$ cat src/rtl/core/sct_pkg.sv
// Shared types for the segment crossing pipeline.
package sct_pkg;

  typedef struct packed {
    logic neg;
    logic zero;
  } sct_sign_t;

endpackage

$ cat src/rtl/core/sct_decide.sv
// Stage 4: combine orientation signs into the crossing verdict; output register.
module sct_decide (
  input  logic               clk_i,
  input  logic               rst_ni,
  input  logic               valid_i,
  output logic               ready_o,
  input  sct_pkg::sct_sign_t s1_i,
  input  sct_pkg::sct_sign_t s2_i,
  input  sct_pkg::sct_sign_t s3_i,
  input  sct_pkg::sct_sign_t s4_i,
  input  logic               overlap_i,
  output logic               valid_o,
  input  logic               ready_i,
  output logic               crosses_o
);

  import sct_pkg::*;

  logic crosses_d, crosses_q;
  logic valid_q;

  always_comb begin
    if (s1_i.zero && s2_i.zero) begin
      crosses_d = overlap_i;
    end else if (s1_i.zero || s2_i.zero || (s1_i.neg == s2_i.neg)) begin
      crosses_d = 1'b0;
    end else begin
      crosses_d = (s3_i != s4_i);
    end
  end

  assign ready_o = !valid_q || ready_i;

  always_ff @(posedge clk_i or negedge rst_ni) begin
    if (!rst_ni) begin
      valid_q <= 1'b0;
    end else if (ready_o) begin
      valid_q <= valid_i;
    end
  end

  always_ff @(posedge clk_i) begin
    if (valid_i && ready_o) begin
      crosses_q <= crosses_d;
    end
  end

  assign valid_o   = valid_q;
  assign crosses_o = crosses_q;

endmodule

$ cat config.mk
export PLATFORM = sky130hd
export DESIGN_NAME = sct_decide
export DESIGN_NICKNAME = d
export VERILOG_FILES = /design/src/rtl/core/sct_pkg.sv /design/src/rtl/core/sct_decide.sv
export SDC_FILE = /design/constraint.sdc
export NUM_CORES = 1
export LEC_CHECK = 0
export BUFFER_PORTS_ARGS = -buffer_cell sky130_fd_sc_hd__buf_2
export CORE_AREA = 2 2 39 41
export CTS_CLUSTER_SIZE = 12
export DETAILED_ROUTE_END_ITERATION = 6
export DIE_AREA = 0 0 41 43
export PLACE_DENSITY_LB_ADDON = 0.25
export SLEW_MARGIN = 20
export SYNTH_ARGS = -nofsm -noshare
export SYNTH_HDL_FRONTEND = slang
export SYNTH_SLANG_ARGS = --single-unit
$ cat constraint.sdc
create_clock -name clk_i -period 2.5 [get_ports clk_i]
set_input_delay 0.25 -clock clk_i [delete_from_list [all_inputs] [get_ports clk_i]]
set_output_delay 0.25 -clock clk_i [all_outputs]
set_load 0.01 [all_outputs]
---- Yosys cells after proc, flatten, opt, wreduce, memory -nomap -nowiden ----
Index checks and enable logic that the tools add are counted.
W data, S select, Z words.
word-level totals
  input bits .............................. 13
  word-level logic and storage cells ...... 12
  output and inout bits ................... 3
  flip-flop bits (word level) ............. 2
operators by class
  reduce and logical (&&, ||, !) cells .... 6
  eq/ne operators ......................... 2
  muxes and demuxes ....................... 2
operator list
  operator             number
  $logic_or A1 B1 Y1   3
  $logic_and A1 B1 Y1  2
  $mux W1              2
  $ne A2 B2 Y1         1
  $eq A1 B1 Y1         1
  $logic_not A1 Y1     1

---- Depth between registers and ports, before layout ----
  depth in word-level cells ............... 4
  mapped depth ............................ 3

---- Worst setup path before layout ----
OpenSTA, ideal clock, no wires.
  path type ............................... register to register
  from .................................... reg valid_q, in the netlist valid_o
  to ...................................... reg crosses_q, in the netlist crosses_o (enable)
  required time ........................... 2.208 ns
  buffers on the path ..................... 0
  stages on the path, launching flop included .. 3
  data arrival time ....................... 0.690 ns
  slack ................................... 1.518 ns
  cells stage by stage .................... dfrtp_1 nand2b_1 and2_1
on the way
  cells in the longest elaborated chain, start to end .. 3
RTL lines
  item                    line              RTL
  from (decl)             sct_decide.sv:20  logic valid_q;
  from (signal assigned)  sct_decide.sv:38  valid_q <= valid_i;
  $logic_not A1 Y1        sct_decide.sv:32  assign ready_o = !valid_q || ready_i;
  $logic_or A1 B1 Y1      sct_decide.sv:32
  net ready_o             sct_decide.sv:6   output logic ready_o,
  $logic_and A1 B1 Y1     sct_decide.sv:43  if (valid_i && ready_o) begin
  to (signal assigned)    sct_decide.sv:44  crosses_q <= crosses_d;
  to (decl)               sct_decide.sv:19  logic crosses_d, crosses_q;
The timed path passes the listed nets, and every way through them passes these cells.
A chain may end at the register's enable or synchronous reset.

---- Final worst setup path ----
  from .................................... reg valid_q, in the netlist valid_o
  to ...................................... out ready_o
on the way
  cells in the longest elaborated chain, start to end .. 2
RTL lines
  item                line
  $logic_not A1 Y1    sct_decide.sv:32
  $logic_or A1 B1 Y1  sct_decide.sv:32
  to (decl)           sct_decide.sv:6
No other way between the ends.

==> flow_summary.yaml <==
routing:
  via_per_inst: 3.23
  dr_total_vias: 152
  drt-total-wl_microns: 344
  wire_per_inst_microns: 7.32
  drc_errors: 0
  final_antenna_net_count: 0
  dr.pass1.iters: 2
  drtIter0Drc: 3
yosys:
  ys_top_cells_by_count: "2 x nand2b_1, 2 x xor2_1"
  synth_top_cell_by_area: "edfxtp_1"
  synth_edf_count: 1
  synth_async_sr_flop_share_pct: 50.0
  synth_top_area_share_pct: 24.0
  syn-cell-area_sq_um: 125
  synthTopCellsByArea: "edfxtp_1 24%, dfrtp_1 20%, xor2_1 14%"
  syn_area_per_cell_sq_um: 11.4
  yosysWarnings: 0
  ys_types: 9
  ys_seq_area_share_pct: 44.0
  synth_seq_cells: 2
  syn_inst: 11
  synthFlopType: "edfxtp_1"
  synth.net_count: 24
floorplanning:
  rows: 14
  coreArea_sq_um: 1380
  die_y_microns: 43
  start_util_pct: 9.04
  io_pins: 16
  die_w_microns: 41
  dieArea_sq_um: 1760
outcome:
  status: "completed"
timing:
  tightest_slew_ns: 0.225
  skew_ns: 0.00654
  hold_viol: 0
  period_needed_ns: 1.08
  fmax_ghz: 0.930
  rsz0062_at_grt: "false"
  fin_crit_sh_pct: 43.0
  slew_headroom_pct: 84.8
  finalMaxSlewViolations: 0
  setup-violations-final: 0
  tns_ns: 0
pwr:
  powerDensity_nw_per_um2: 562
  peakVddDrop_mv: 0.194
  leakage_nw: 0.127
grt:
  grt_max_degree: 4
  track_usage_pct: 4.41
  grt_overflow: 0
  first_global_vias: 134
  grt_antenna_before_repair: 0
  grt_pass1_wl_microns: 483
worst_setup_path:
  crit_path_start_kind: "register"
  arrival_ns: 0.83
  cp_max_fo: 3
  crit_type: "register to primary output"
  worstSetupEndpointType: "primary output"
  reg2reg_slack_ns: 1.61
  cp.required_ns: 2.25
clocking:
  path_clk_slew_ns: 0.03
  cts_sinks: 2
  root_buffer: "clkbuf_4"
  clk_path_buf_depth: 2
  insertion_delay_ns: 0.23
  cts_tree: "built"
  htreeDepth: 1
  cts_setup_buffers: 0
  numCtsBuffers: 3
placed_design:
  io_buffers: 15
  gp_congestion: 0.561
  dp_cells: 42
layout:
  num-nets-final: 45
  diodes: 0
  syn_to_final_growth_pct: 105
  fillerInstances: 159
  stdcell_count: 47
  layout-drive-gt1-share_pct: 61.3
min_path:
  min_path_type: "input pin to register"
job:
  cap_violations: 0
## per-stage QoR
step | power [mW] | instance area, sq um | hold slack, ns | utilization, % | setup WS, ns
2_1_floorplan | 0.0494 | 125 | -0.0456 | - | 1.52
3_3_place_gp | 0.0642 | 220 | 0.0261 | 15.9 | 1.48
3_5_place_dp | 0.0641 | 220 | 0.0271 | 15.9 | 1.48
4_1_cts | 0.149 | 256 | 0.235 | 18.5 | 1.41
5_1_grt | 0.154 | 256 | 0.244 | 18.5 | 1.36
6_report | 0.144 | 256 | 0.239 | 18.5 | 1.42
## where the power goes
part / total, mW / switching, mW / leakage, nW / internal [mW]
registers: 0.0381 / 0.000651 / 0.0206 / 0.0375
logic: 0.0268 / 0.0116 / 0.0915 / 0.0152
clock network: 0.0794 / 0.0200 / 0.0150 / 0.0594
## what timing repair did
action | CTS | global route
hold endpoints to repair | 1 | 0
endpoints found under the setup margin | 0 | 0
hold buffers | 1 | 0
resized for setup | 0 | 0
## metal layers
| layer | vias to the layer above | share of wire, % | track usage, % |
|---|---|---|---|
| met4 | 0 | 0 | 4.00 |
| met5 | - | 0 | 0 |
| li1 | 79 | - | - |
| met1 | 58 | 42 | 5.13 |
| met2 | 15 | 35 | 4.69 |
| met3 | 0 | 23 | 3.66 |
## area by class of cell
| class | count | area, sq um | area share (%) |
|---|---|---|---|
| Timing Repair Buffer | 16 | 85.1 | 33.2 |
| Sequential cell | 2 | 55.1 | 21.5 |
| Tap cell | 16 | 20.0 | 7.80 |
| Multi-Input combinational cell | 9 | 70.1 | 27.3 |
| Clock buffer | 4 | 26.3 | 10.2 |
## state kept, by name, indices dropped and copies added (netlist names)
signal     cells
crosses_o      1
valid_o        1
## critical path: stages (launching register included)
cell and delay (ns):
dfrtp_1 0.36, nand2b_1 0.10, buf_2 0.14
## layout by cell type, fill, tap and decap left out
cell and count:
nand3_1 1, nand2b_1 2, xor2_1 2, o41ai_2 1
dfrtp_1 1, buf_2 15, nor2_1 1, and2_1 1
dlygate4sd3_1 1, clkbuf_4 3, edfxtp_1 1, xnor2_1 1
clkbuf_1 1
## worst paths after layout
path / startpoint / to / cells past startpoint
setup / recovery: valid_o / ready_o / 2
hold / removal: valid_i / valid_o / 2
setup reg to reg: valid_o / crosses_o / 2
hold reg to reg: valid_o / valid_o / 2
max in group asynchronous: rst_ni / valid_o / 2
min in group asynchronous: rst_ni / valid_o / 2
## kinds of logic after synthesis
family          share of synthesized area, %
simple gates                            22.0
flops                                   44.0
compound gates                          13.0
xor+xnor                                21.0
No activity file was read; power rests on OpenSTA's default activity.
