### config.mk
export PLATFORM = sky130hd
export DESIGN_NAME = sct_diff
export DESIGN_NICKNAME = d
export VERILOG_FILES = /design/src/rtl/core/sct_diff.sv
export SDC_FILE = /design/constraint.sdc
export NUM_CORES = 1
export LEC_CHECK = 0
export BUFFER_PORTS_ARGS = -buffer_cell sky130_fd_sc_hd__buf_2
export CORE_ASPECT_RATIO = 1.75
export CORE_UTILIZATION = 45
export DETAILED_ROUTE_END_ITERATION = 8
export MAX_ROUTING_LAYER = met4
export PLACE_DENSITY = 0.67
export SYNTH_ARGS = -nofsm -noshare
export SYNTH_HDL_FRONTEND = slang
export SYNTH_SLANG_ARGS = --single-unit
### constraint.sdc
create_clock -name clk_i -period 12.2 [get_ports clk_i]
set_input_delay 1.22 -clock clk_i [delete_from_list [all_inputs] [get_ports clk_i]]
set_output_delay 1.22 -clock clk_i [all_outputs]
set_load 0.1 [all_outputs]
### src/rtl/core/sct_diff.sv
// Stage 1: coordinate differences and the collinear x-projection overlap flag.
module sct_diff #(
  parameter int unsigned COORD_BITS = 31
) (
  input  logic                         clk_i,
  input  logic                         rst_ni,
  input  logic                         valid_i,
  output logic                         ready_o,
  input  logic signed [COORD_BITS-1:0] ax_i,
  input  logic signed [COORD_BITS-1:0] ay_i,
  input  logic signed [COORD_BITS-1:0] bx_i,
  input  logic signed [COORD_BITS-1:0] by_i,
  input  logic signed [COORD_BITS-1:0] cx_i,
  input  logic signed [COORD_BITS-1:0] cy_i,
  input  logic signed [COORD_BITS-1:0] dx_i,
  input  logic signed [COORD_BITS-1:0] dy_i,
  output logic                         valid_o,
  input  logic                         ready_i,
  output logic signed [COORD_BITS:0]   cax_o,
  output logic signed [COORD_BITS:0]   cay_o,
  output logic signed [COORD_BITS:0]   dax_o,
  output logic signed [COORD_BITS:0]   day_o,
  output logic signed [COORD_BITS:0]   abx_o,
  output logic signed [COORD_BITS:0]   aby_o,
  output logic signed [COORD_BITS:0]   acx_o,
  output logic signed [COORD_BITS:0]   acy_o,
  output logic signed [COORD_BITS:0]   bcx_o,
  output logic signed [COORD_BITS:0]   bcy_o,
  output logic signed [COORD_BITS:0]   dcx_o,
  output logic signed [COORD_BITS:0]   dcy_o,
  output logic                         overlap_o
);

  localparam int unsigned DW = COORD_BITS + 1;

  logic signed [DW-1:0] ax, ay, bx, by, cx, cy, dx, dy;
  logic signed [DW-1:0] cax_d, cay_d, dax_d, day_d, abx_d, aby_d;
  logic signed [DW-1:0] acx_d, acy_d, bcx_d, bcy_d, dcx_d, dcy_d;
  logic signed [DW-1:0] cax_q, cay_q, dax_q, day_q, abx_q, aby_q;
  logic signed [DW-1:0] acx_q, acy_q, bcx_q, bcy_q, dcx_q, dcy_q;
  logic                 overlap_d, overlap_q;
  logic                 valid_q;

  assign ax = DW'(ax_i);
  assign ay = DW'(ay_i);
  assign bx = DW'(bx_i);
  assign by = DW'(by_i);
  assign cx = DW'(cx_i);
  assign cy = DW'(cy_i);
  assign dx = DW'(dx_i);
  assign dy = DW'(dy_i);

  assign cax_d = cx - ax;
  assign cay_d = cy - ay;
  assign dax_d = dx - ax;
  assign day_d = dy - ay;
  assign abx_d = bx - ax;
  assign aby_d = by - ay;
  assign acx_d = ax - cx;
  assign acy_d = ay - cy;
  assign bcx_d = bx - cx;
  assign bcy_d = by - cy;
  assign dcx_d = dx - cx;
  assign dcy_d = dy - cy;

  assign overlap_d = ((ax_i <= cx_i) && (cx_i < bx_i))
                  || ((cx_i <= ax_i) && (ax_i < dx_i))
                  || ((cx_i <= ax_i) && (bx_i <= dx_i))
                  || ((ax_i <= cx_i) && (dx_i <= bx_i));

  assign ready_o = !valid_q || ready_i;

  always_ff @(posedge clk_i or negedge rst_ni) begin
    if (!rst_ni) begin
      valid_q <= 1'b0;
    end else if (ready_o) begin
      valid_q <= valid_i;
    end
  end

  always_ff @(posedge clk_i) begin
    if (valid_i && ready_o) begin
      cax_q     <= cax_d;
      cay_q     <= cay_d;
      dax_q     <= dax_d;
      day_q     <= day_d;
      abx_q     <= abx_d;
      aby_q     <= aby_d;
      acx_q     <= acx_d;
      acy_q     <= acy_d;
      bcx_q     <= bcx_d;
      bcy_q     <= bcy_d;
      dcx_q     <= dcx_d;
      dcy_q     <= dcy_d;
      overlap_q <= overlap_d;
    end
  end

  assign valid_o   = valid_q;
  assign cax_o     = cax_q;
  assign cay_o     = cay_q;
  assign dax_o     = dax_q;
  assign day_o     = day_q;
  assign abx_o     = abx_q;
  assign aby_o     = aby_q;
  assign acx_o     = acx_q;
  assign acy_o     = acy_q;
  assign bcx_o     = bcx_q;
  assign bcy_o     = bcy_q;
  assign dcx_o     = dcx_q;
  assign dcy_o     = dcy_q;
  assign overlap_o = overlap_q;

endmodule

## Yosys cells after proc, flatten, opt, wreduce, memory -nomap -nowiden

Index checks and enable logic that the tools add are counted.

| word-level totals | value |
|---|---|
| register bits | 386 |
| bits in latches | 0 |
| memory bits (writable) | 0 |
| memory bits (read-only) | 0 |
| bits of input ports | 252 |
| output and inout bits | 387 |
| word-level logic and storage cells | 42 |
| memories kept | 0 |

| operators by class | value |
|---|---|
| add/subtract/negate cells | 12 |
| multipliers | 0 |
| divide/modulo/power cells | 0 |
| $lt $le $gt $ge | 6 |
| equality and inequality tests | 0 |
| shift operators | 0 |
| muxes and demuxes | 0 |
| bitwise operators | 0 |
| reduce and logical (&&, ||, !) cells | 10 |

Operator list:

| cell | count |
|---|---|
| 31-bit by 31-bit subtractor with 32-bit output | 12 |
| 31-bit less-or-equal comparator | 4 |
| 31-bit < comparator | 2 |
| 1-bit logical AND | 5 |
| 1-bit logical OR | 4 |
| 1-bit logical NOT | 1 |

## Logic depth before layout (Yosys ltp)

Gate-level depths: netlist of the first run.

| depth | value |
|---|---|
| depth after elaboration | 5 |
| mapped depth | 12 |
| depth with buffers taken out | 12 |

## Worst setup path before layout of the first run

OpenSTA, ideal clock, no wires.

| timing path | value |
|---|---|
| kind | input -> register |
| start | input ready_i |
| end | register abx_q[0] (netlist: abx_o[0]) (enable) |
| library setup time | 0.792 ns |
| arrival time | 10.761 ns |
| required time | 11.408 ns |
| path slack | 0.647 ns |
| cell stages on the path | 2 |
| buffers on the path | 0 |
| cells stage by stage | nand2b_1 > and2_1 |

| on the way | value |
|---|---|
| cells in the longest elaborated chain, start to end | 2 |

Ends and longest elaborated chain:

| item | line | RTL |
|---|---|---|
| start, declared | 18 | `input logic ready_i,` |
| 1-bit logical OR | 71 | `assign ready_o = !valid_q \|\| ready_i;` |
| 1-bit logical AND | 82 | `if (valid_i && ready_o) begin` |
| end signal, assigned | 87 | `abx_q <= abx_d;` |
| end, declared | 39 | `logic signed [DW-1:0] cax_q, cay_q, dax_q, day_q, abx_q, aby_q;` |

No other way between the ends.
A chain may end at the register's enable or synchronous reset.

## Worst setup path after layout of the first run

| timing path | value |
|---|---|
| start | input ay_i[1] |
| end | register day_q[21] (netlist: day_o[21]) (data pin) |

| on the way | value |
|---|---|
| cells in the longest elaborated chain, start to end | 1 |

Ends and longest elaborated chain:

| item | line | RTL |
|---|---|---|
| start, declared | 10 | `input logic signed [COORD_BITS-1:0] ay_i,` |
| 31-bit by 31-bit subtractor with 32-bit output | 56 | `assign day_d = dy - ay;` |
| net day_d[21] | 37 | `logic signed [DW-1:0] cax_d, cay_d, dax_d, day_d, abx_d, aby_d;` |
| end signal, assigned | 86 | `day_q <= day_d;` |
| end, declared | 39 |  |

The timed path passes the listed nets, and every way through them passes these cells.

==> flow_summary.toml, run 1 <==
[run_status]
outcome = "complete, no violations"

[power_and_ir_drop]
power_frac_clock_pct = 23.9
switching_power_uw = 2580
switching_share_pct = 46.1
power_frac_seq_pct = 30.9
intPower_uw = 3010
p_leak_uw = 0.0167
power_frac_comb_pct = 45.2
power.density_nw_per_um2 = 150
peakVddDrop_mv = 0.153

[hold_path]
holdCritPathClass = "in -> async"

[cells_and_area]
fill_cells = 6595
stdcell_count = 4969
syn_to_final_growth_pct = 17.7
nets = 4644
layout-drive-gt1-share_pct = 18.9
seq_area_sq_um = 11500
multi_input_area_sq_um = 18900

[sta]
fin_crit_sh_pct = 36.1
worst_pin_slew_ns = 1.28
finClkSkew_ns = 0.0274
relSlewSlack_pct = 13.3
finalHoldViolCount = 0
tns_ns = 0
fin_crit_ns = 4.41
grt_setup_unrepaired = "no"
max_freq_mhz = 227
setup_viol = 0
maxSlewViolCount = 0

[setup_path]
crit_fanout = 5
critPathSlowestCell = "o311ai_1"
cpMostUsedCell = "a41o_1"
critical_path.max_stage_delay_ns = 1.04
worstPathRequired_ns = 12.55
ff2ff_path_depth = 4
cp-start-kind = "input pin"
cp-end-kind = "flop"
worstPathCellList = "buf_2 > inv_1 > ha_1 > nor2b_1 > o2111a_1 > o311ai_1 > nand2_1 > a41o_1 > a21o_1 > a41o_1 > o41ai_1 > xnor2_1"
path_class = "in -> reg"
arrival_ns = 4.76

[detailed_routing]
vias_per_cell = 5.83
drt_first_iter_violations = 1602
vias = 29000
ant_nets = 0
remaining_drc_errors = 0
drt_pass1_iterations = 5
wl_per_cell_um = 26.5
routed_wl_mm = 132

[logic_synthesis]
synth_top_cell_by_area = "edfxtp_1"
syn_nets = 4031
synth-seq-cells = 384
synth_top_area_share_pct = 36.3
yosys_warnings = 0
syn_area_sq_um = 31700
async_flop_share_pct = 0.260
syn_inst = 3360
synth_edf_count = 383
ys_seq_area_share_pct = 36.4
ys.flop_type = "edfxtp_1"
avgSynthCellArea_sq_um = 9.43
synth.distinct_cells = 79
synth.area.top_cells = "edfxtp_1, ha_1, xnor2_1"

[clock_tree]
ctsHoldBuffers = 0
cts_resized = 0
clkTransAtPathRegs_ns = 0.07
cts_tree = "built"
htree_levels = 2
cts_sinks = 384
root_buffer = "clkbuf_16"
worstSkewPairLatency_ns = 0.62
cts_max_path_buffers = 3
cts_setup_buffers = 0
cts_buffers = 40

[grt]
grt_antenna_before_repair = 53
grt_pass1_wl_mm = 186
grt_pass1_vias = 29400
gr-total-overflow = 0
grt_use_total_pct = 37.1
grt_max_degree = 134

[placement]
dp_cells = 4841
gp_congestion = 1.04
port_buffers = 638
hpwlAfterDp_mm = 112

[floorplanning]
die_area_sq_um = 71500
pin_count = 639
die_height_um = 353
num_rows = 128
start_util_pct = 45.5
core_sq_um = 69700
die_w_um = 203

[run]
max-cap-violations = 0
-- cell usage in the layout, fill, tap and decap left out, types with 72 or more instances in the layout --
master    Yosys  final
nand2_1     198    198
nor2_1      229    229
buf_2         6    638
o21ai_0     217    217
a21o_1      135    135
a21oi_1     366    366
xor2_1       83     83
edfxtp_1    383    383
xnor2_1     211    211
nand3_1      72     72
inv_1       252    252
ha_1        407    407
-- registers in the layout, indices dropped and copies added (netlist names), 31 cells and up --
signal  flops
cay_o      32
day_o      32
abx_o      32
acy_o      31
bcy_o      32
aby_o      32
cax_o      32
dcy_o      32
acx_o      31
dcx_o      32
bcx_o      32
dax_o      32
-- power by group through the flow --
stage / Sequential [uW] / Combinational [uW] / Clock (uW)
2_1_floorplan: 2780 / 900 / 0
3_3_place_gp: 1760 / 2500 / 0
3_5_place_dp: 1760 / 2500 / 0
4_1_cts: 1730 / 2510 / 1360
5_1_grt: 1740 / 2650 / 1390
6_report: 1730 / 2530 / 1340
-- logic make-up (layout without fill, tap and decap cells) --
| family | after synthesis | after routing | share of synthesized area [%] |
|---|---|---|---|
| AOI/OAI and AO/OA | 1092 | 1092 | 21.8 |
| xor gates and xnor gates | 294 | 294 | 8.13 |
| adders and majority gates | 419 | 419 | 16.8 |
| buffers and inverters | 326 | 968 | 3.91 |
| DFF | 384 | 384 | 36.4 |
| muxes | 2 | 2 | 0.0711 |
| other | 0 | 57 | 0 |
| and+or+nand+nor | 843 | 843 | 12.9 |
-- layer usage --
metal	GRT usage [%]	up-vias	wire length (um)
li1	-	13700	-
met1	33.5	13600	41600
met2	63.9	1280	64600
met3	11.0	407	12400
met4	30.2	0	13100
met5	-	-	0
-- critical path: cells and delay by family --
kind                       cells  cell delay [ns]
and+or+nand+nor                2             0.26
adders and majority gates      1             0.30
AOI/OAI and AO/OA              6             2.54
xor gates and xnor gates       1             0.11
buffers and inverters          2             0.33
-- synth_stat cells, types with 8 or more instances --
cell / count
o21ai_1: 9
a31oi_1: 23
and2_1: 17
o22ai_1: 10
o21ai_0: 217
o31a_1: 18
a2111oi_0: 10
edfxtp_1: 383
clkbuf_1: 61
or2_2: 21
nand2b_1: 52
nor3_1: 65
inv_1: 252
o31ai_1: 12
a21boi_0: 16
xor2_1: 83
nand4_1: 43
a211o_1: 9
or3_1: 13
a31o_2: 8
nand3_1: 72
a221oi_1: 8
nand2_1: 198
o211ai_1: 18
ha_1: 407
o21a_1: 62
nor4_1: 10
a21o_1: 135
nor2_1: 229
nor2b_1: 62
fa_1: 12
and3_1: 34
a211oi_1: 42
xnor2_1: 211
a21oi_1: 366
o21bai_1: 52
-- final timing paths --
check	end	start	slack (ns)
max in group asynchronous	valid_o$_DFFE_PN0N_	rst_ni	11.73
worst min-delay path	valid_o$_DFFE_PN0N_	rst_ni	0.39
min in group clk_i	valid_o$_DFFE_PN0N_	valid_o$_DFFE_PN0N_	0.55
worst max register to register	acy_o[22]$_DFFE_PP_	valid_o$_DFFE_PN0N_	8.86
worst max-delay path	day_o[21]$_DFFE_PP_	ay_i[1]	7.79
worst min register to register	valid_o$_DFFE_PN0N_	valid_o$_DFFE_PN0N_	0.55
-- per-stage QoR --
stage               hold WS [ns]  total power [uW]  cell area, sq um  worst slack (ns)  util, %
finish                     0.388              5590             37300              7.79     53.5
global route               0.370              5780             37300              7.65     53.5
CTS                        0.362              5600             37200              7.89     53.3
detailed placement         0.530              4260             35800              7.25     51.4
global placement           0.525              4260             35800              7.25     51.4
floorplan                  0.924              3680             31700             0.647        -
-- layout make-up --
type	instances	area share, %
repair buffers	643	8.70
inverters	254	2.56
diodes	57	0.382
multi-input cells	2650	50.7
clock buffers	48	2.82
flip-flops and latches	384	30.9
well taps	910	3.05
clock inverters	23	0.839
Note: power is estimated with default switching activity, not from simulation.
==> run 2, diff against run 1 <==
==> constraint.sdc (replaced) <==
create_clock -name clk_i -period 4.24 [get_ports clk_i]
set_input_delay 0.424 -clock clk_i [delete_from_list [all_inputs] [get_ports clk_i]]
set_output_delay 0.424 -clock clk_i [all_outputs]
set_load 0.1 [all_outputs]
==> flow_summary.toml, run 2 (same netlist as run 1, synthesis figures left out) <==
[floorplanning]
die_area_sq_um = 71500
die_w_um = 203
core_sq_um = 69700
start_util_pct = 45.5
num_rows = 128
pin_count = 639
die_height_um = 353

[detailed_routing]
remaining_drc_errors = 0
wl_per_cell_um = 27.0
vias = 29400
routed_wl_mm = 135
drt_first_iter_violations = 1607
ant_nets = 0
drt_pass1_iterations = 5
vias_per_cell = 5.86

[placement]
hpwlAfterDp_mm = 116
gp_congestion = 1.04
port_buffers = 638
place_ws_ns = 0.509

[clock_tree]
cts_sinks = 384
cts_tree = "built"
root_buffer = "clkbuf_16"
cts_max_path_buffers = 3
clkTransAtPathRegs_ns = 0.06
cts_buffers = 39
worstSkewPairLatency_ns = 0.61
cts_setup_buffers = 0
htree_levels = 2

[grt]
gr-total-overflow = 0
grt_pass1_vias = 29600
grt_antenna_before_repair = 55
grt_max_degree = 71
grt_use_total_pct = 38.1
grt_pass1_wl_mm = 190

[power_and_ir_drop]
total_power_uw = 16000
p_leak_uw = 0.0169
peakVddDrop_mv = 0.498
power.density_nw_per_um2 = 425

[setup_path]
cp-end-kind = "flop"
path_class = "in -> reg"
arrival_ns = 3.44
worstPathRequired_ns = 4.56
crit_fanout = 4
cp-start-kind = "input pin"

[sta]
maxSlewViolCount = 0
fin_crit_sh_pct = 73.8
tns_ns = 0
finalHoldViolCount = 0
relSlewSlack_pct = 28.6
worst_pin_slew_ns = 1.06
finClkSkew_ns = 0.0279
setup_viol = 0
fin_ws_ns = 1.11
grt_setup_unrepaired = "no"
fin_crit_ns = 3.13
max_freq_mhz = 320

[cells_and_area]
seq_area_sq_um = 11500
fill_cells = 6587
syn_to_final_growth_pct = 18.8
nets = 4697
final_cell_mix = "buf_2, ha_1, edfxtp_1, a21oi_1, inv_1"
final_common_cell = "buf_2"
multi_input_area_sq_um = 18900
layout-drive-gt1-share_pct = 20.0

[run]
max-cap-violations = 0

[run_status]
outcome = "complete, no violations"

[hold_path]
holdCritPathClass = "in -> reg"
-- run 2: changes by cell type in the layout (fill, tap and decap cells not counted), sizes merged --
cell / change
buf: +53
bufinv: -2
clkbuf: -5
clkinv: +4
clkinvlp: +2
diode: -4
dlygate4sd3: +1
inv: +2
-- run 2: critical path: stages --
cell and delay, ns:
buf_2 0.13, inv_1 0.28, ha_1 0.34, nor2b_1 0.17, o31a_1 0.28, o221a_2 0.30
o31ai_2 0.35, a31oi_1 0.23, nand2_1 0.11, a31oi_1 0.25, a2111oi_0 0.50, a21oi_1 0.07
-- run 2: area by class of cell --
| cell class | instances | share of cell area, % |
|---|---|---|
| Tap cell | 910 | 3.02 |
| Clock inverter | 29 | 0.801 |
| Antenna cell | 53 | 0.352 |
| Inverter | 254 | 2.53 |
| Sequential cell | 384 | 30.6 |
| Multi-Input combinational cell | 2650 | 50.3 |
| Clock buffer | 43 | 2.63 |
| Timing Repair Buffer | 697 | 9.76 |
-- run 2: per-stage QoR --
stage / hold WS (ns) / cell area [sq um] / std cells / utilization [%]
6_report: 0.0462 / 37700 / 5020 / 54.0
2_1_floorplan: 0.128 / 31700 / 3360 / -
3_3_place_gp: 0.199 / 36200 / 4894 / 52.0
3_5_place_dp: 0.201 / 36200 / 4894 / 52.0
5_1_grt: 0.0298 / 37600 / 5016 / 54.0
4_1_cts: 0.00562 / 37500 / 4967 / 53.9
-- run 2: final timing paths --
kind	from	to	slack, ns	cells after the start
worst min register to register	valid_o$_DFFE_PN0N_	valid_o$_DFFE_PN0N_	0.53	2
worst max register to register	valid_o$_DFFE_PN0N_	overlap_o$_DFFE_PP_	2.14	3
max in group asynchronous	rst_ni	valid_o$_DFFE_PN0N_	4.01	2
worst min-delay path	valid_i	valid_o$_DFFE_PN0N_	0.05	2
worst max-delay path	ax_i[2]	overlap_o$_DFFE_PP_	1.11	12
min in group asynchronous	rst_ni	valid_o$_DFFE_PN0N_	0.14	2
-- run 2: power breakdown --
group | switching, uW | internal, uW | leakage [uW]
registers | 157 | 4820 | 0.00365
logic | 5640 | 1740 | 0.0126
clock network | 1690 | 1970 | 0.000623
total | 7480 | 8540 | 0.0169
-- run 2: what timing repair did --
item	4_1_cts	5_1_grt
hold buffers	1	0
endpoints found under the hold margin	1	0
resized for setup	0	0
endpoints found under the setup margin	0	0
-- run 2: per-layer routing --
| metal | global-route usage [%] | up-vias | part of all wire [%] |
|---|---|---|---|
| li1 | - | 13800 | - |
| met1 | 33.9 | 13900 | 32 |
| met2 | 66.2 | 1337 | 50 |
| met3 | 11.2 | 429 | 8.7 |
| met4 | 30.6 | 0 | 9.6 |
| met5 | - | - | 0 |
