[src/rtl/core/sct_pkg.sv]
// Shared types for the segment crossing pipeline.
package sct_pkg;

  typedef struct packed {
    logic neg;
    logic zero;
  } sct_sign_t;

endpackage

[src/rtl/core/sct_sign.sv]
// Stage 3: compare product pairs into orientation signs.
module sct_sign #(
  parameter int unsigned COORD_BITS = 31
) (
  input  logic                           clk_i,
  input  logic                           rst_ni,
  input  logic                           valid_i,
  output logic                           ready_o,
  input  logic signed [2*COORD_BITS+1:0] p1_i,
  input  logic signed [2*COORD_BITS+1:0] q1_i,
  input  logic signed [2*COORD_BITS+1:0] p2_i,
  input  logic signed [2*COORD_BITS+1:0] q2_i,
  input  logic signed [2*COORD_BITS+1:0] p3_i,
  input  logic signed [2*COORD_BITS+1:0] q3_i,
  input  logic signed [2*COORD_BITS+1:0] p4_i,
  input  logic signed [2*COORD_BITS+1:0] q4_i,
  input  logic                           overlap_i,
  output logic                           valid_o,
  input  logic                           ready_i,
  output sct_pkg::sct_sign_t             s1_o,
  output sct_pkg::sct_sign_t             s2_o,
  output sct_pkg::sct_sign_t             s3_o,
  output sct_pkg::sct_sign_t             s4_o,
  output logic                           overlap_o
);

  import sct_pkg::*;

  sct_sign_t s1_d, s2_d, s3_d, s4_d;
  sct_sign_t s1_q, s2_q, s3_q, s4_q;
  logic      overlap_q;
  logic      valid_q;

  assign s1_d = '{neg: (p1_i < q1_i), zero: (p1_i == q1_i)};
  assign s2_d = '{neg: (p2_i < q2_i), zero: (p2_i == q2_i)};
  assign s3_d = '{neg: (p3_i < q3_i), zero: (p3_i == q3_i)};
  assign s4_d = '{neg: (p4_i < q4_i), zero: (p4_i == q4_i)};

  assign ready_o = !valid_q || ready_i;

  always_ff @(posedge clk_i or negedge rst_ni) begin
    if (!rst_ni) begin
      valid_q <= 1'b0;
    end else if (ready_o) begin
      valid_q <= valid_i;
    end
  end

  always_ff @(posedge clk_i) begin
    if (valid_i && ready_o) begin
      s1_q      <= s1_d;
      s2_q      <= s2_d;
      s3_q      <= s3_d;
      s4_q      <= s4_d;
      overlap_q <= overlap_i;
    end
  end

  assign valid_o   = valid_q;
  assign s1_o      = s1_q;
  assign s2_o      = s2_q;
  assign s3_o      = s3_q;
  assign s4_o      = s4_q;
  assign overlap_o = overlap_q;

endmodule

[config.mk]
export PLATFORM = sky130hd
export DESIGN_NAME = sct_sign
export DESIGN_NICKNAME = d
export VERILOG_FILES = /design/src/rtl/core/sct_pkg.sv /design/src/rtl/core/sct_sign.sv
export SDC_FILE = /design/constraint.sdc
export NUM_CORES = 1
export LEC_CHECK = 0
export BUFFER_PORTS_ARGS = -buffer_cell sky130_fd_sc_hd__buf_4
export CAP_MARGIN = 20
export CORE_AREA = 2 2 207 209
export DETAILED_ROUTE_END_ITERATION = 16
export DIE_AREA = 0 0 209 211
export GPL_TIMING_DRIVEN = 1
export PLACE_DENSITY = 0.4
export SYNTH_ARGS = -nofsm -noshare
export SYNTH_HDL_FRONTEND = slang
export SYNTH_SLANG_ARGS = --single-unit
[constraint.sdc]
create_clock -name clk_i -period 1.45 [get_ports clk_i]
set_clock_uncertainty 0.15 [all_clocks]
set_input_delay 0.0725 -clock clk_i [delete_from_list [all_inputs] [get_ports clk_i]]
set_output_delay 0.0725 -clock clk_i [all_outputs]
set_load 0.03 [all_outputs]
# Word level (Yosys, flattened, before mapping)
# Index checks and enable logic that the tools add are counted.
# classes
magnitude_cmp,4
eq_ne,4
n_reduce_logical,3
# ops
operator,n
equality test 64 bit,4
less-than comparator 64 bit,4
logical AND 1 bit,1
zero test 1 bit,1
logical OR 1 bit,1
# word_totals
regBits,10
input_bits,517
word_cells,21

# Logic depth before layout (Yosys ltp)
# Gate-level depths: netlist (run 1).
# logic_depth
ltp_word,3
depth_mapped,9

# Least setup slack after synthesis (run 1)
# OpenSTA, ideal clock, no wires.
# synth_path
kind,input to register
start,input port q3_i[14]
end,register s3_q (netlist bit s3_o[1]) (data pin)
setup_ns,0.260
arrival_ns,1.735
required_ns,1.040
path_slack_ns,-0.695
path_stages,9
cell_sequence,inv_1 > ha_1 > nand4_2 > or4_4 > a21oi_2 > nor4b_1 > o31a_1 > o211ai_2 > mux2i_1
# synth_lines
item,line_no,source
from (decl),sct_sign.sv:14,"input logic signed [2*COORD_BITS+1:0] q3_i,"
to (signal assigned),sct_sign.sv:53,s3_q <= s3_d;
to (decl),sct_sign.sv:30,"sct_sign_t s1_q, s2_q, s3_q, s4_q;"

==> out/metrics.cfg, run 1 <==
[die]
initial_core_util_pct=16.2
die_w_um=209
design.portCount=528
die_h_um=211
die_area_um2=44100
core_um2=41800
rows=75

[worst_setup_path]
critical_path.endpoint_type=flip-flop
crit_type=input pin to flip-flop
path_buf_inv=3
r2r_end=s2_o[0]
path_common_cell=nand4_1
worstReg2RegStart=valid_o
crit_arrival_ps=1900
r2r_setup_slack_ps=220
crit_required_ps=1310
ff2ff_path_depth=3
path_cells=buf_6 -> inv_4 -> ha_4 -> nand4_1 -> nor4_2 -> buf_4 -> a21bo_4 -> nand4_1 -> a21oi_2 -> o21ai_1 -> xor2_1
cp_slowest_stage_delay_ps=290
crit_path_start_kind=input pin
crit_path_max_fanout=3
cpMaxStageDelayCell=nor4_2
critical_path.top_delay_family=simple AND/OR/NAND/NOR gates

[synth]
synth_edf_count=9
syn_area_um2=6760
synth_cell_type_count=39
synth-async-reset-ratio_pct=10.0
yosysWarnings=0
syn-num-nets=1703
synth_seq_area_share_pct=4.37
ys_ff_latch=10
ys.flop_type=edfxtp_1
synthCells=930
syn_avg_cell_area_um2=7.27

[route]
drc=0
detail_route.wl_per_cell_um=16.3
antenna_left=0
dr.pass1.iters=6
num_vias=8545
drtIter0Drc=178
avgViaCountPerCell=4.10
routed_wl_um=34000

[finish]
layoutNonFillerInstCount=2084
drive_gt1_share_pct=50.0
syn2layout_area_growth_pct=99.4
layout.nets=2316

[status]
status=finished, violations left
failed_checks=setup timing

[clock_tree]
root_buffer=clkbuf_16
cts_tree=done
cts.clk_slew.worst_paths_ps=60
clockBufferDepth=2
clock_sinks=10
cts_buffers=3
htree_levels=1
worstSkewPairLatency_ps=250

[pwr]
p_comb_share_pct=78.3
peakVddDrop_uv=260
leakage_nw=7.35
p_seq_share_pct=7.8
internal_power_mw=2.77
switchingPower_mw=1.64
netSwitchingFraction_pct=37.1
p_clk_share_pct=13.9
p_per_area_nw_per_um2=327

[timing]
min_period_ps=2040
maxSlewViolCount=0
setup_slack_ps=-594
max_slew_margin_pct=74.5
fmax_mhz=489
holdWs_ps=70.7
setup_viol=8
hold_violations=0
rsz0062_at_grt=yes
timing.final.crit_share_pct=141
worstMarginPinSlew_ps=383

[hold_path]
hold_class=input pin to asynchronous set/reset pin

[place]
dp.final_hpwl_um=31900
place_congestion=0.862
placedCellCount=2064
portBuffers=527

[global_routing]
grt_pass1_vias=9135
overflow=0
grt_pass1_wl_um=51000
grt_max_degree=7
track_usage_pct=15.0
antenna_found_initial=3

[job]
cap_violations=0

area by class of cell:
type	count	area (um^2)
Multi-Input combinational cell	652	6520
Fill cell	4521	28300
Antenna cell	3	7.51
Clock buffer	4	88.8
Timing Repair Buffer	608	4760
Inverter	268	1140
Sequential cell	10	295
Tap cell	539	674
state kept, by name (all words and copies together) (netlist names):
signal	cells
s4_o	2
overlap_o	1
valid_o	1
s2_o	2
s3_o	2
s1_o	2
synth_stat cells, drive strengths merged, types with 9 or more instances:
master | instances | area (um^2)
o211ai | 9 | 72.6
nand4 | 43 | 275
inv | 268 | 1010
nor4 | 9 | 56.3
nand2 | 65 | 244
edfxtp | 9 | 270
ha | 256 | 3200
a221oi | 12 | 105
nor3 | 12 | 60.1
nand3 | 31 | 155
and4 | 12 | 105
nor2 | 9 | 33.8
nand2b | 10 | 62.6
o21ai | 29 | 145
a21oi | 103 | 519
a21o | 13 | 97.6
cell usage in the layout, fill, tap and decap left out, types with 4 or more instances in the layout:
master / n
nand4_1: 42
a221oi_1: 8
ha_1: 188
o211ai_1: 8
buf_8: 4
inv_2: 28
nand3_1: 31
inv_12: 6
a221o_1: 7
buf_6: 34
nand2b_1: 8
nor2b_1: 6
inv_4: 20
nor3_1: 7
o21ai_0: 14
a221oi_2: 4
nor2_1: 9
nor4_2: 4
o21ai_1: 15
buf_4: 564
a21oi_1: 98
edfxtp_1: 9
nor3_2: 4
a21o_1: 13
inv_1: 212
ha_4: 68
nand2_1: 62
and4_1: 10
a21oi_2: 5
per-layer routing:
metal  vias up  track usage, %  wire length (um)
met2       281            27.2             16600
met5         -               0                13
li1       4474               -                 -
met1      3768            17.2             13900
met4         2            2.32               405
met3        20            5.28              3060
worst max-delay path by stage:
stage	from	endpoint	slack (ps)	cells after the start
floorplan	q3_i[10]	s3_o[1]	-550	9
global placement	p4_i[15]	s4_o[1]	-1020	10
detailed placement	p4_i[15]	s4_o[1]	-1030	10
CTS	q2_i[54]	s2_o[1]	-550	11
global route	q3_i[10]	s3_o[1]	-620	10
finish	q4_i[14]	s4_o[1]	-590	11
kinds of logic after synthesis:
group,share of synthesized area [%]
compound gates,16.5
xor+xnor,0.130
fa+ha+maj,47.4
buf+inv,14.9
flops,4.37
mux,0.444
simple gates,16.3
through the flow:
step           power [mW]  util [%]  setup WS (ps)  TNS (ps)  area, um^2
2_1_floorplan        1.76         -           -548     -2030        7430
3_3_place_gp         3.57      30.2          -1020     -5960       12600
3_5_place_dp         3.61      30.2          -1030     -5890       12600
4_1_cts              4.45      31.7           -547     -3530       13300
5_1_grt              4.92      32.3           -624     -3540       13500
6_report             4.41      32.3           -594     -2690       13500
power by group through the flow:
stage          clock network (mW)  registers, mW  logic (mW)
2_1_floorplan                   0          0.390        1.37
3_3_place_gp                    0          0.351        3.22
3_5_place_dp                    0          0.351        3.25
4_1_cts                     0.672          0.345        3.43
5_1_grt                     0.673          0.346        3.91
6_report                    0.612          0.345        3.45
repair_timing:
| item | CTS | global route |
|---|---|---|
| setup buffers | 9 | 4 |
| gates resized for setup | 85 | 46 |
| setup endpoints to repair | 8 | 17 |
| pin swaps | 37 | 19 |
| endpoints found under the hold margin | 3 | 0 |
| hold buffers | 4 | 0 |
Power figures use the tool's default switching activity.
==> run 2: changes to the inputs <==
GPL_TIMING_DRIVEN = 0   (was 1)
RECOVER_POWER = 25   (was unset)
==> run 2 against run 1 <==
Net effect:
- the run still ends with setup timing left
- count of clock-buffer cells in the layout unchanged
- largest cell class unchanged
- final cell count decreased by 3.1%
- routed wire length decreased by 3.8%
- highest routed layer unchanged
- combinational power decreased by 8.7%
- first-iteration DRC count increased by 19%
==> out/metrics.cfg, run 2 (synthesis results as in run 1) <==
[worst_setup_path]
critical_path.top_delay_family=simple AND/OR/NAND/NOR gates  ; unchanged
critical_path.endpoint_type=flip-flop  ; unchanged
cpMaxStageDelayCell=nor4_4  ; was nor4_2
path_cells=buf_4 -> ha_4 -> nand4_1 -> nor4_4 -> a21bo_2 -> nand4_1 -> a21oi_1 -> o21ai_1 -> xor2_1  ; was buf_6 -> inv_4 -> ha_4 -> nand4_1 -> nor4_2 -> buf_4 -> a21bo_4 -> nand4_1 -> a21oi_2 -> o21ai_1 -> xor2_1
cp_slowest_stage_delay_ps=400  ; was 290 ps
path_buf_inv=1  ; was 3
crit_type=input pin to flip-flop  ; unchanged
crit_arrival_ps=2030  ; was 1900 ps
path_common_cell=nand4_1  ; unchanged
crit_path_start_kind=input pin  ; unchanged
crit_required_ps=1370  ; was 1310 ps
crit_path_max_fanout=2  ; was 3

[timing]
max_slew_margin_pct=67.8  ; was 74.5%
hold_violations=0  ; unchanged
setup_slack_ps=-665  ; was -594 ps
min_period_ps=2110  ; was 2040 ps
worstMarginPinSlew_ps=478  ; was 383 ps
maxSlewViolCount=0  ; unchanged
rsz0062_at_grt=yes  ; unchanged
timing.final.crit_share_pct=146  ; was 141%
setup_tns_ps=-3330  ; was -2690 ps
holdWs_ps=117  ; was 70.7 ps
fmax_mhz=473  ; was 489 MHz
setup_viol=8  ; unchanged

[pwr]
p_total_mw=4.07  ; was 4.41 mW
peakVddDrop_uv=271  ; was 260 uV
p_per_area_nw_per_um2=320  ; was 327 nW/um^2
leakage_nw=6.98  ; was 7.35 nW

[clock_tree]
cts_tree=done  ; unchanged
root_buffer=clkbuf_16  ; unchanged
worstSkewPairLatency_ps=240  ; was 250 ps
cts.clk_slew.worst_paths_ps=50  ; was 60 ps
clock_sinks=10  ; unchanged
htree_levels=1  ; unchanged
clockBufferDepth=2  ; unchanged
cts_buffers=3  ; unchanged

[global_routing]
overflow=0  ; unchanged
grt_pass1_wl_um=48700  ; was 51000 um
grt_max_degree=10  ; was 7
antenna_found_initial=2  ; was 3
grt_pass1_vias=8732  ; was 9135
track_usage_pct=14.4  ; was 15.0%

[place]
place_ws_ps=-1460  ; was -1030 ps
dp.final_hpwl_um=31100  ; was 31900 um
placedCellCount=1996  ; was 2064
placed_area_um2=12100  ; was 12600 um^2
place_congestion=0.855  ; was 0.862
portBuffers=527  ; unchanged

[die]
die_w_um=209  ; unchanged
design.portCount=528  ; unchanged
core_um2=41800  ; unchanged
die_area_um2=44100  ; unchanged
die_h_um=211  ; unchanged
initial_core_util_pct=16.2  ; unchanged
rows=75  ; unchanged

[finish]
fill_cells=4549  ; was 4521
layoutNonFillerInstCount=2019  ; was 2084
final_cell_mix=504 x buf_4, 222 x inv_1, 205 x ha_1, 101 x a21oi_1, 62 x nand2_1  ; was 564 x buf_4, 212 x inv_1, 188 x ha_1, 98 x a21oi_1, 68 x ha_4
fin_area_um2=12700  ; was 13500 um^2
syn2layout_area_growth_pct=88.0  ; was 99.4%
ff_latch_area_um2=295  ; unchanged
final_common_cell=buf_4  ; unchanged
multi_input_area_um2=6280  ; was 6520 um^2
fin_util_pct=30.4  ; was 32.3%
layout.nets=2253  ; was 2316
drive_gt1_share_pct=45.8  ; was 50.0%

[status]
failed_checks=setup timing  ; unchanged
status=finished, violations left  ; unchanged

[route]
antenna_left=0  ; unchanged
drc=0  ; unchanged
drtIter0Drc=211  ; was 178
num_vias=8232  ; was 8545
detail_route.wl_per_cell_um=16.2  ; was 16.3 um
routed_wl_um=32700  ; was 34000 um
dr.pass1.iters=4  ; was 6
avgViaCountPerCell=4.08  ; was 4.10

[hold_path]
hold_class=input pin to asynchronous set/reset pin  ; unchanged

[job]
cap_violations=0  ; unchanged

run 2: timing repair:
item,in CTS,in global routing
hold buffers,4,0
hold endpoints to repair,3,0
gates resized for setup,62,30
setup buffers,14,3
setup endpoints to repair,8,17
pin swaps,33,16
run 2: layout make-up:
class,instances,share of cell area (%)
Tap cell,539,5.31
Clock buffer,4,0.699
Sequential cell,10,2.32
Timing Repair Buffer,545,33.3
Antenna cell,1,0.0197
Inverter,268,8.96
Multi-Input combinational cell,652,49.4
run 2: power breakdown:
group          switching, mW  total (mW)  internal, mW
combinational           1.34        3.15          1.81
clock                  0.151       0.568         0.417
sequential           0.00554       0.346         0.340
run 2: final timing paths:
check	slack (ps)	endpoint	cells after the start	startpoint
hold reg to reg	420	valid_o	2	valid_o
min in group clk_i	170	s4_o[1]	3	p4_i[63]
setup reg to reg	230	s3_o[0]	2	valid_o
setup / recovery	-660	s4_o[1]	9	p4_i[13]
max in group asynchronous	950	valid_o	2	rst_ni
hold / removal	120	valid_o	2	rst_ni
run 2: metal layers:
| metal | GRT usage, % | vias up | routed length [um] |
|---|---|---|---|
| li1 | - | 4336 | - |
| met1 | 16.6 | 3582 | 13400 |
| met2 | 26.4 | 284 | 16100 |
| met3 | 4.18 | 28 | 2610 |
| met4 | 2.81 | 2 | 544 |
| met5 | 0 | - | 9 |
==> run 3: changes to the inputs <==
ABC_AREA = 1   (was unset)
CORE_AREA = 2 2 205 207   (was 2 2 207 209)
DIE_AREA = 0 0 207 209   (was 0 0 209 211)
PLACE_DENSITY = 0.41   (was 0.4)
==> run 3 against run 2 <==
Net effect:
- first-iteration DRC count rose by 21%
- via count is 8.5% higher
- fmax rose by 37%
- largest power group unchanged
- utilization increased by 2.8 points
- final cell count grew 11%
- routed wire length grew 0.54%
- setup slack improved by 570 ps
- sequential share of layout area decreased by 0.17 points
- largest cell class unchanged
- clock power grew 12%
- flip-flop and latch count is the same
- the flow still finishes with violations (setup timing)
==> out/metrics.cfg, run 3 <==
[status]
status=finished, violations left  ; unchanged
failed_checks=setup timing  ; unchanged

[finish]
final_cell_mix=516 x buf_4, 251 x inv_1, 228 x nand2_1, 176 x ha_1, 79 x ha_4  ; was 504 x buf_4, 222 x inv_1, 205 x ha_1, 101 x a21oi_1, 62 x nand2_1
drive_gt1_share_pct=48.4  ; was 45.8%
layoutNonFillerInstCount=2234  ; was 2019
syn2layout_area_growth_pct=90.4  ; was 88.0%
fin_area_um2=13700  ; was 12700 um^2
final_common_cell=buf_4  ; unchanged
layout.nets=2467  ; was 2253
fill_cells=4491  ; was 4549

[route]
num_vias=8930  ; was 8232
dr.pass1.iters=4  ; unchanged
detail_route.wl_per_cell_um=14.7  ; was 16.2 um
antenna_left=0  ; unchanged
avgViaCountPerCell=4.00  ; was 4.08
drtIter0Drc=256  ; was 211
drc=0  ; unchanged
routed_wl_um=32900  ; was 32700 um

[die]
initial_core_util_pct=17.5  ; was 16.2%
core_um2=41300  ; was 41800 um^2
die_w_um=207  ; was 209 um
die_h_um=209  ; was 211 um
rows=75  ; unchanged
design.portCount=528  ; unchanged
die_area_um2=43300  ; was 44100 um^2

[worst_setup_path]
r2r_setup_slack_ps=250  ; was 230 ps
cpMaxStageDelayCell=nor4_2  ; was nor4_4
cp_slowest_stage_delay_ps=360  ; was 400 ps
crit_path_max_fanout=2  ; unchanged
path_buf_inv=2  ; was 1
ff2ff_path_depth=2  ; unchanged
crit_path_start_kind=input pin  ; unchanged
path_common_cell=nand4_1  ; unchanged
r2r_end=s4_o[1]  ; was s3_o[0]
path_cells=buf_8 -> inv_4 -> ha_4 -> nand2_4 -> nor2_4 -> nand4_1 -> nor2_2 -> nand4_1 -> nor4_2  ; was buf_4 -> ha_4 -> nand4_1 -> nor4_4 -> a21bo_2 -> nand4_1 -> a21oi_1 -> o21ai_1 -> xor2_1
crit_required_ps=1360  ; was 1370 ps
crit_arrival_ps=1450  ; was 2030 ps
critical_path.endpoint_type=flip-flop  ; unchanged
critical_path.top_delay_family=simple AND/OR/NAND/NOR gates  ; unchanged
crit_type=input pin to flip-flop  ; unchanged
worstReg2RegStart=valid_o  ; unchanged

[clock_tree]
root_buffer=clkbuf_16  ; unchanged
worstSkewPairLatency_ps=260  ; was 240 ps
cts.clk_slew.worst_paths_ps=50  ; about the same
cts_tree=done  ; unchanged
clock_sinks=10  ; unchanged
cts_buffers=3  ; unchanged
htree_levels=1  ; unchanged
clockBufferDepth=2  ; unchanged

[synth]
synthCells=1151  ; was 930
syn-num-nets=1924  ; was 1703
ys.flop_type=edfxtp_1  ; unchanged
synth_cell_type_count=20  ; was 39
synth_area_leaders=ha_1 44%, inv_1 16%, nand2_1 14%  ; was ha_1 47%, inv_1 15%, a21oi_1 7.6%
synth_seq_area_share_pct=4.10  ; was 4.37%
synth_edf_count=9  ; unchanged
ys_ff_latch=10  ; unchanged
netlist.area_leader.share_pct=44.4  ; was 47.4%
ys_top_cells_by_count=316 x inv_1, 273 x nand2_1, 256 x ha_1  ; was 268 x inv_1, 256 x ha_1, 102 x a21oi_1
yosysWarnings=0  ; unchanged
syn_area_um2=7210  ; was 6760 um^2
yosysMostFrequentCell=inv_1  ; unchanged
synth-async-reset-ratio_pct=10.0  ; unchanged
yosysTopAreaCell=ha_1  ; unchanged
syn_avg_cell_area_um2=6.26  ; was 7.27 um^2

[timing]
setup_slack_ps=-93.2  ; was -665 ps
fmax_mhz=648  ; was 473 MHz
max_slew_margin_pct=66.6  ; was 67.8%
setup_tns_ps=-125  ; was -3330 ps
min_period_ps=1540  ; was 2110 ps
timing.final.crit_share_pct=106  ; was 146%
setup_viol=3  ; was 8
rsz0062_at_grt=yes  ; unchanged
maxSlewViolCount=0  ; unchanged
hold_violations=0  ; unchanged
worstMarginPinSlew_ps=503  ; was 478 ps
holdWs_ps=117  ; about the same

[place]
placed_area_um2=12300  ; was 12100 um^2
placedCellCount=2217  ; was 1996
portBuffers=527  ; unchanged
dp.final_hpwl_um=30400  ; was 31100 um
place_congestion=0.850  ; was 0.855

[pwr]
p_per_area_nw_per_um2=332  ; was 320 nW/um^2
peakVddDrop_uv=289  ; was 271 uV
p_total_mw=4.56  ; was 4.07 mW
leakage_nw=7.62  ; was 6.98 nW

[global_routing]
grt_pass1_vias=9243  ; was 8732
overflow=0  ; unchanged
grt_max_degree=10  ; unchanged
grt_pass1_wl_um=49000  ; was 48700 um
antenna_found_initial=4  ; was 2
track_usage_pct=14.4  ; about the same

[hold_path]
hold-path-endpoint=s1_o[1]
hold_depth=4
hold_class=input pin to flip-flop  ; was input pin to asynchronous set/reset pin
min_from=p1_i[63]

[job]
cap_violations=0  ; unchanged

==> run 3: cell types whose count changed in the layout (fill, tap and decap cells not counted), sizes merged, moves of 11 or more <==
| cell | change |
|---|---|
| inv | +48 |
| nand2 | +209 |
| a221oi | -12 |
| nor2 | +65 |
| o21a | +11 |
| and4 | -12 |
| nand4 | -23 |
==> run 3: power breakdown <==
group | total [mW] | internal, mW | switching, mW
logic | 3.58 | 1.96 | 1.61
clock network | 0.635 | 0.421 | 0.214
registers | 0.347 | 0.339 | 0.00761
total | 4.56 | 2.72 | 1.84
==> run 3: final cells by class <==
| type | count | area [um^2] | area share (%) |
|---|---|---|---|
| well taps | 539 | 674 | 4.91 |
| repair buffers | 538 | 4100 | 29.9 |
| clock buffers | 4 | 88.8 | 0.647 |
| inverters | 316 | 1200 | 8.77 |
| multi-input cells | 825 | 7360 | 53.6 |
| flip-flops and latches | 10 | 295 | 2.15 |
| diodes | 2 | 5.00 | 0.0365 |
==> run 3: layer usage <==
layer,up-vias,share of wire (%),track usage [%]
met2,243,52,27.3
met5,-,0.070,0
met1,3909,41,16.4
li1,4747,-,-
met4,4,1.6,2.81
met3,27,6.0,3.34
==> run 3: repair_timing <==
item	in CTS	in global routing
hold endpoints to repair	3	0
hold buffers	5	0
pin swaps	58	71
endpoints found under the setup margin	15	8
resized for setup	129	128
setup buffers	4	2
==> run 3: worst max-delay path by stage <==
stage	start	end	slack (ps)	depth (start not counted)
final	q1_i[21]	s1_o[0]	-90	9
after global routing	q1_i[21]	s1_o[0]	-210	9
after CTS	q2_i[29]	s2_o[1]	-60	12
after detailed placement	p2_i[25]	s2_o[1]	-640	12
after global placement	p2_i[27]	s2_o[1]	-680	12
after floorplan	q1_i[33]	s1_o[1]	0.02	14
==> run 3: kinds of logic (layout without fill, tap and decap cells) <==
| logic type | after synthesis | count (layout) | synth area share [%] |
|---|---|---|---|
| AO/OA/AOI/OAI | 156 | 156 | 11.6 |
| adder cells (fa/ha/maj) | 256 | 256 | 44.4 |
| buffers and inverters | 316 | 858 | 16.5 |
| flip-flops | 10 | 10 | 4.10 |
| other | 0 | 2 | 0 |
| AND/OR/NAND/NOR | 413 | 413 | 23.5 |
==> run 3: tightest hold or removal path: stages <==
cell and delay [ps]:
buf_4 90, ha_4 130, nand3_1 70, nand2_1 50
==> run 3: through the flow <==
step                      worst slack, ps  utilization [%]
after floorplan                    0.0233                -
after global placement               -680             29.8
after detailed placement             -640             29.8
after CTS                           -64.9             31.8
after global routing                 -208             33.2
final                               -93.2             33.2
